$ cat config.mk
export PLATFORM = sky130hd
export DESIGN_NAME = hfi_queue
export DESIGN_NICKNAME = d
export VERILOG_FILES = /design/src/rtl/hfi_pkg.sv /design/src/rtl/hfi_queue.sv
export SDC_FILE = /design/constraint.sdc
export NUM_CORES = 1
export LEC_CHECK = 0
export BUFFER_PORTS_ARGS = -buffer_cell sky130_fd_sc_hd__buf_2
export CAP_MARGIN = 20
export CORE_MARGIN = 5
export CORE_UTILIZATION = 45
export CTS_CLUSTER_DIAMETER = 50
export DETAILED_ROUTE_END_ITERATION = 16
export PLACE_DENSITY = 0.7
export SLEW_MARGIN = 10
export SYNTH_ARGS = -nofsm -noshare
export SYNTH_HDL_FRONTEND = slang
export SYNTH_SLANG_ARGS = --single-unit
$ cat constraint.sdc
create_clock -name clk -period 10.4 [get_ports clk]
set_input_delay 2.08 -clock clk [delete_from_list [all_inputs] [get_ports clk]]
set_output_delay 2.08 -clock clk [all_outputs]
set_load 0.03 [all_outputs]
$ cat src/rtl/hfi_pkg.sv
// Package for the hex face identifier: widths, face corner table, state codes.
// No dependencies.
`default_nettype none
package hfi_pkg;
    localparam int CW = 32;
    localparam int SW = 36;
    localparam int DW = 41;           // |n*C - 4*S| magnitude bits
    localparam int QW = 96;           // squared distance sum
    localparam int NFACE = 6;
    localparam logic [CW-1:0] CMAX = {1'b0, {(CW-1){1'b1}}};
    localparam logic [CW-1:0] CMIN = {1'b1, {(CW-1){1'b0}}};

    typedef struct packed {
        logic            kind;
        logic [CW-1:0]   x;
        logic [CW-1:0]   y;
        logic [CW-1:0]   z;
        logic            last;
    } item_t;

    typedef enum logic [2:0] {
        ST_IDLE, ST_AXIS, ST_SQ, ST_CMP, ST_TOL, ST_TSQ, ST_OUT
    } state_t;

    function automatic logic [2:0] corner_of(input logic [2:0] f, input logic [1:0] k);
        logic [11:0] row;
        begin
            case (f)
                3'd0: row = {3'd3, 3'd2, 3'd1, 3'd0};
                3'd1: row = {3'd7, 3'd6, 3'd5, 3'd4};
                3'd2: row = {3'd4, 3'd5, 3'd1, 3'd0};
                3'd3: row = {3'd7, 3'd6, 3'd2, 3'd3};
                3'd4: row = {3'd4, 3'd7, 3'd3, 3'd0};
                3'd5: row = {3'd5, 3'd6, 3'd2, 3'd1};
                default: row = '0;
            endcase
            corner_of = row[k*3 +: 3];
        end
    endfunction
endpackage
`default_nettype wire

$ cat src/rtl/hfi_queue.sv
// Two-entry queue between front and back of the hex face identifier.
// Depends on hfi_pkg.
`default_nettype none
module hfi_queue (
    input  wire logic           clk,
    input  wire logic           rst_n,
    input  wire logic           in_valid,
    output logic                in_ready,
    input  hfi_pkg::item_t      in_item,
    output logic                out_valid,
    input  wire logic           out_ready,
    output hfi_pkg::item_t      out_item
);
    import hfi_pkg::*;
    item_t      mem_reg [2];
    logic       wp_reg, rp_reg;
    logic [1:0] cnt_reg;
    logic       push, pop;

    assign in_ready  = (cnt_reg != 2'd2);
    assign out_valid = (cnt_reg != 2'd0);
    assign out_item  = mem_reg[rp_reg];
    assign push = in_valid && in_ready;
    assign pop  = out_valid && out_ready;

    // Store pushed item
    always_ff @(posedge clk) begin
        if (push) mem_reg[wp_reg] <= in_item;
    end

    // Advance pointers and count
    always_ff @(posedge clk or negedge rst_n) begin
        if (!rst_n)
        begin
            wp_reg <= 1'b0; rp_reg <= 1'b0; cnt_reg <= 2'd0;
        end
        else
        begin
            if (push) wp_reg <= ~wp_reg;
            if (pop)  rp_reg <= ~rp_reg;
            cnt_reg <= cnt_reg + {1'b0, push} - {1'b0, pop};
        end
    end
endmodule
`default_nettype wire

==> results.py <==
metrics = {
    "status": {
        "status": "finished, final reports clean",
    },
    "min_path": {
        "hold_depth": 1,
        "whs_endpoint": "cnt_reg[0]$_DFF_PN0_",
        "hold_start": "cnt_reg[0]$_DFF_PN0_",
        "hold_path_class": "reg -> reg",
    },
    "worst_setup_path": {
        "cp.arrival_ns": 2.62,
        "crit_type": "reg -> out",
        "reg2reg_to": "mem_reg[0][20]$_DFFE_PP_",
        "r2r_start": "cnt_reg[0]$_DFF_PN0_",
        "regToRegSetupSlack_ns": 7.65,
        "critPathLaunchType": "register",
        "cp.required_ns": 8.32,
        "cp_max_fo": 68,
        "cp-end-kind": "primary output",
        "worstRegToRegCells": 4,
    },
    "detailed_routing": {
        "drc": 0,
        "wl_per_cell_um": 18.2,
        "routed_via_density": 4.83,
        "num_vias": 3688,
        "first_pass_iters": 4,
        "drt_iter0_drc": 150,
        "ant_nets": 0,
        "wirelength_mm": 13.8,
    },
    "power": {
        "p_int_mw": 1.85,
        "p_leak_nw": 3.45,
        "p_sw_share_pct": 35.1,
        "pwr-share-seq_pct": 41.1,
        "pwr-share-clk_pct": 24.0,
        "p_per_area_mw_per_mm2": 312,
        "ir_worst_vdd_v": 0.000186,
        "switchingPower_mw": 1.00,
        "combinationalPowerShare_pct": 35.0,
    },
    "finish": {
        "area_delta_synth_final_pct": 25.6,
        "largest_register_ffs": 196,
        "fin_nets": 638,
        "final_layout_size_suffix_gt1_share_pct": 61.6,
        "multi_input_comb_area_mm2": 0.00125,
        "post-route-util_pct": 57.7,
        "fill_cells": 1254,
        "n_antenna_cell": 0,
        "final_area_mm2": 0.00916,
        "regArea_mm2": 0.00599,
    },
    "logic_synthesis": {
        "synth_nets": 426,
        "yosys.area.top_type_share_pct": 80.7,
        "syn-instance-count": 322,
        "avgSynthCellArea_um2": 22.7,
        "postSynth.asyncResetShare_pct": 2.00,
        "ys_dominant_reg_cell": "edfxtp_1",
        "syn_area_mm2": 0.00730,
        "synth_area_leaders": "edfxtp_1 81%, mux2_2 14%, mux2_4 2.1%, dfrtp_1 1.4%, buf_2 0.55%",
        "yosysMostFrequentCell": "edfxtp_1",
        "synth_top_area_cell": "edfxtp_1",
        "synth_common_cells": "196 x edfxtp_1, 88 x mux2_2, 10 x mux2_4, 8 x buf_2, 4 x dfrtp_1",
        "synth_warnings": 0,
        "ys_ff_latch": 200,
        "yosysUniqueCellTypes": 16,
        "synth_edf_count": 196,
        "ys_seq_area_share_pct": 82.0,
    },
    "grt": {
        "grt_pass1_wl_mm": 20.7,
        "overflow": 0,
        "grt_usage_pct": 14.8,
        "first_global_vias": 4009,
        "antenna_found_initial": 1,
        "grt_start_max_net_pins": 69,
    },
    "timing": {
        "worst_pin_slew_ns": 0.932,
        "rsz0062_at_grt": "false",
        "setup_ws_ns": 5.70,
        "finalCritPeriodShare_pct": 45.2,
        "fin_tns_setup_ns": 0,
        "max_freq_ghz": 0.213,
        "timing.final.max_slew_violations": 0,
        "relSlewSlack_pct": 37.8,
        "finalSetupViolCount": 0,
        "hold_viol": 0,
        "fin_crit_ns": 4.70,
        "holdWs_ns": 0.557,
        "finClkSkew_ns": 0.00679,
    },
    "clock_tree": {
        "cts_setup_buffers": 0,
        "cts_max_level": 4,
        "ctsHoldBuffers": 0,
        "clk_pin_slew_worst_paths_ns": 0.06,
        "cts-buffers-inserted": 17,
        "clockBufferDepth": 2,
        "insertion_delay_ns": 0.42,
        "clkSinkCount": 200,
        "post_cts_resized": 0,
        "cts_tree": "built",
        "cts_root_buffer": "clkbuf_16",
    },
    "floorplan": {
        "die_h_um": 137,
        "dieWidth_um": 137,
        "ios": 202,
        "start_util_pct": 45.9,
        "die_area_mm2": 0.0189,
        "core-area_mm2": 0.0159,
        "rows": 46,
    },
    "place": {
        "place_area_mm2": 0.00854,
        "io_buffers": 201,
        "post-place-ws_ns": 6.00,
        "gp_congestion": 0.713,
        "dpl.hpwl_mm": 9.17,
    },
    "flow_run": {
        "drv_cap": 0,
    },
}
## area by class of cell
type                    instances  area share, %
well taps                     216           2.95
repair buffers                204           11.2
inverters                       1         0.0410
clock inverters                14           2.14
clock buffers                  18           4.68
multi-input cells             110           13.6
flip-flops and latches        200           65.4
## cell families (layout without fill, tap and decap cells)
kind of cell  after synthesis  count (layout)  synth area share, %
flops                     200             200                 82.0
xor+xnor                    4               4                0.480
buf+inv                    12             237                 1.06
simple gates                6               6                0.446
fa+ha+maj                   2               2                0.343
mux                        98              98                 15.6
## worst max path at each step
| stage | start | to | slack [ns] |
|---|---|---|---|
| finish | rp_reg$_DFFE_PN0P_ | out_item[19] | 5.70 |
| global placement | in_valid | mem_reg[0][74]$_DFFE_PP_ | 6.03 |
| floorplan | in_valid | mem_reg[0][0]$_DFFE_PP_ | 3.58 |
| CTS | rp_reg$_DFFE_PN0P_ | out_item[46] | 5.62 |
| global route | rp_reg$_DFFE_PN0P_ | out_item[19] | 5.54 |
| detailed placement | in_valid | mem_reg[0][54]$_DFFE_PP_ | 6.00 |
## cell usage in the layout (no fill, tap or decap), drive strengths merged
cell      netlist  routed
dfrtp           4       4
xnor2           3       3
clkinvlp        0       2
edfxtp        196     196
inv             1       4
or2             1       1
bufinv          0       4
nand2b          1       1
ha              2       2
nand2           1       1
and2            1       1
mux2           98      98
nor2            1       1
and3            1       1
buf            11     204
xor2            1       1
clkbuf          0      18
clkinv          0       5
## metrics by stage
stage	std cells	power [mW]
global route	763	2.98
finish	763	2.85
detailed placement	731	2.21
global placement	731	2.19
CTS	763	2.89
floorplan	322	1.94
## per-layer routing
metal	GRT usage [%]	routed length, um	vias up	share of wire (%)
li1	-	-	1710	-
met1	16.9	5480	1823	40
met2	26.0	7120	132	51
met3	4.38	1040	21	7.5
met4	5.99	202	2	1.5
met5	0	13	-	0.094
## power by group through the flow
stage / logic (mW) / registers, mW / clock network, mW
after detailed placement: 1.01 / 1.19 / 0
after floorplan: 0.775 / 1.17 / 0
after global routing: 1.06 / 1.19 / 0.738
final: 0.998 / 1.17 / 0.685
after global placement: 1.01 / 1.18 / 0
after CTS: 1.02 / 1.18 / 0.700
## worst max-delay path, stage by stage (launching register included)
cell and delay, ns:
dfrtp_4 0.73, buf_4 0.80, mux2_2 0.43, buf_2 0.18
Power figures use the tool's default switching activity.
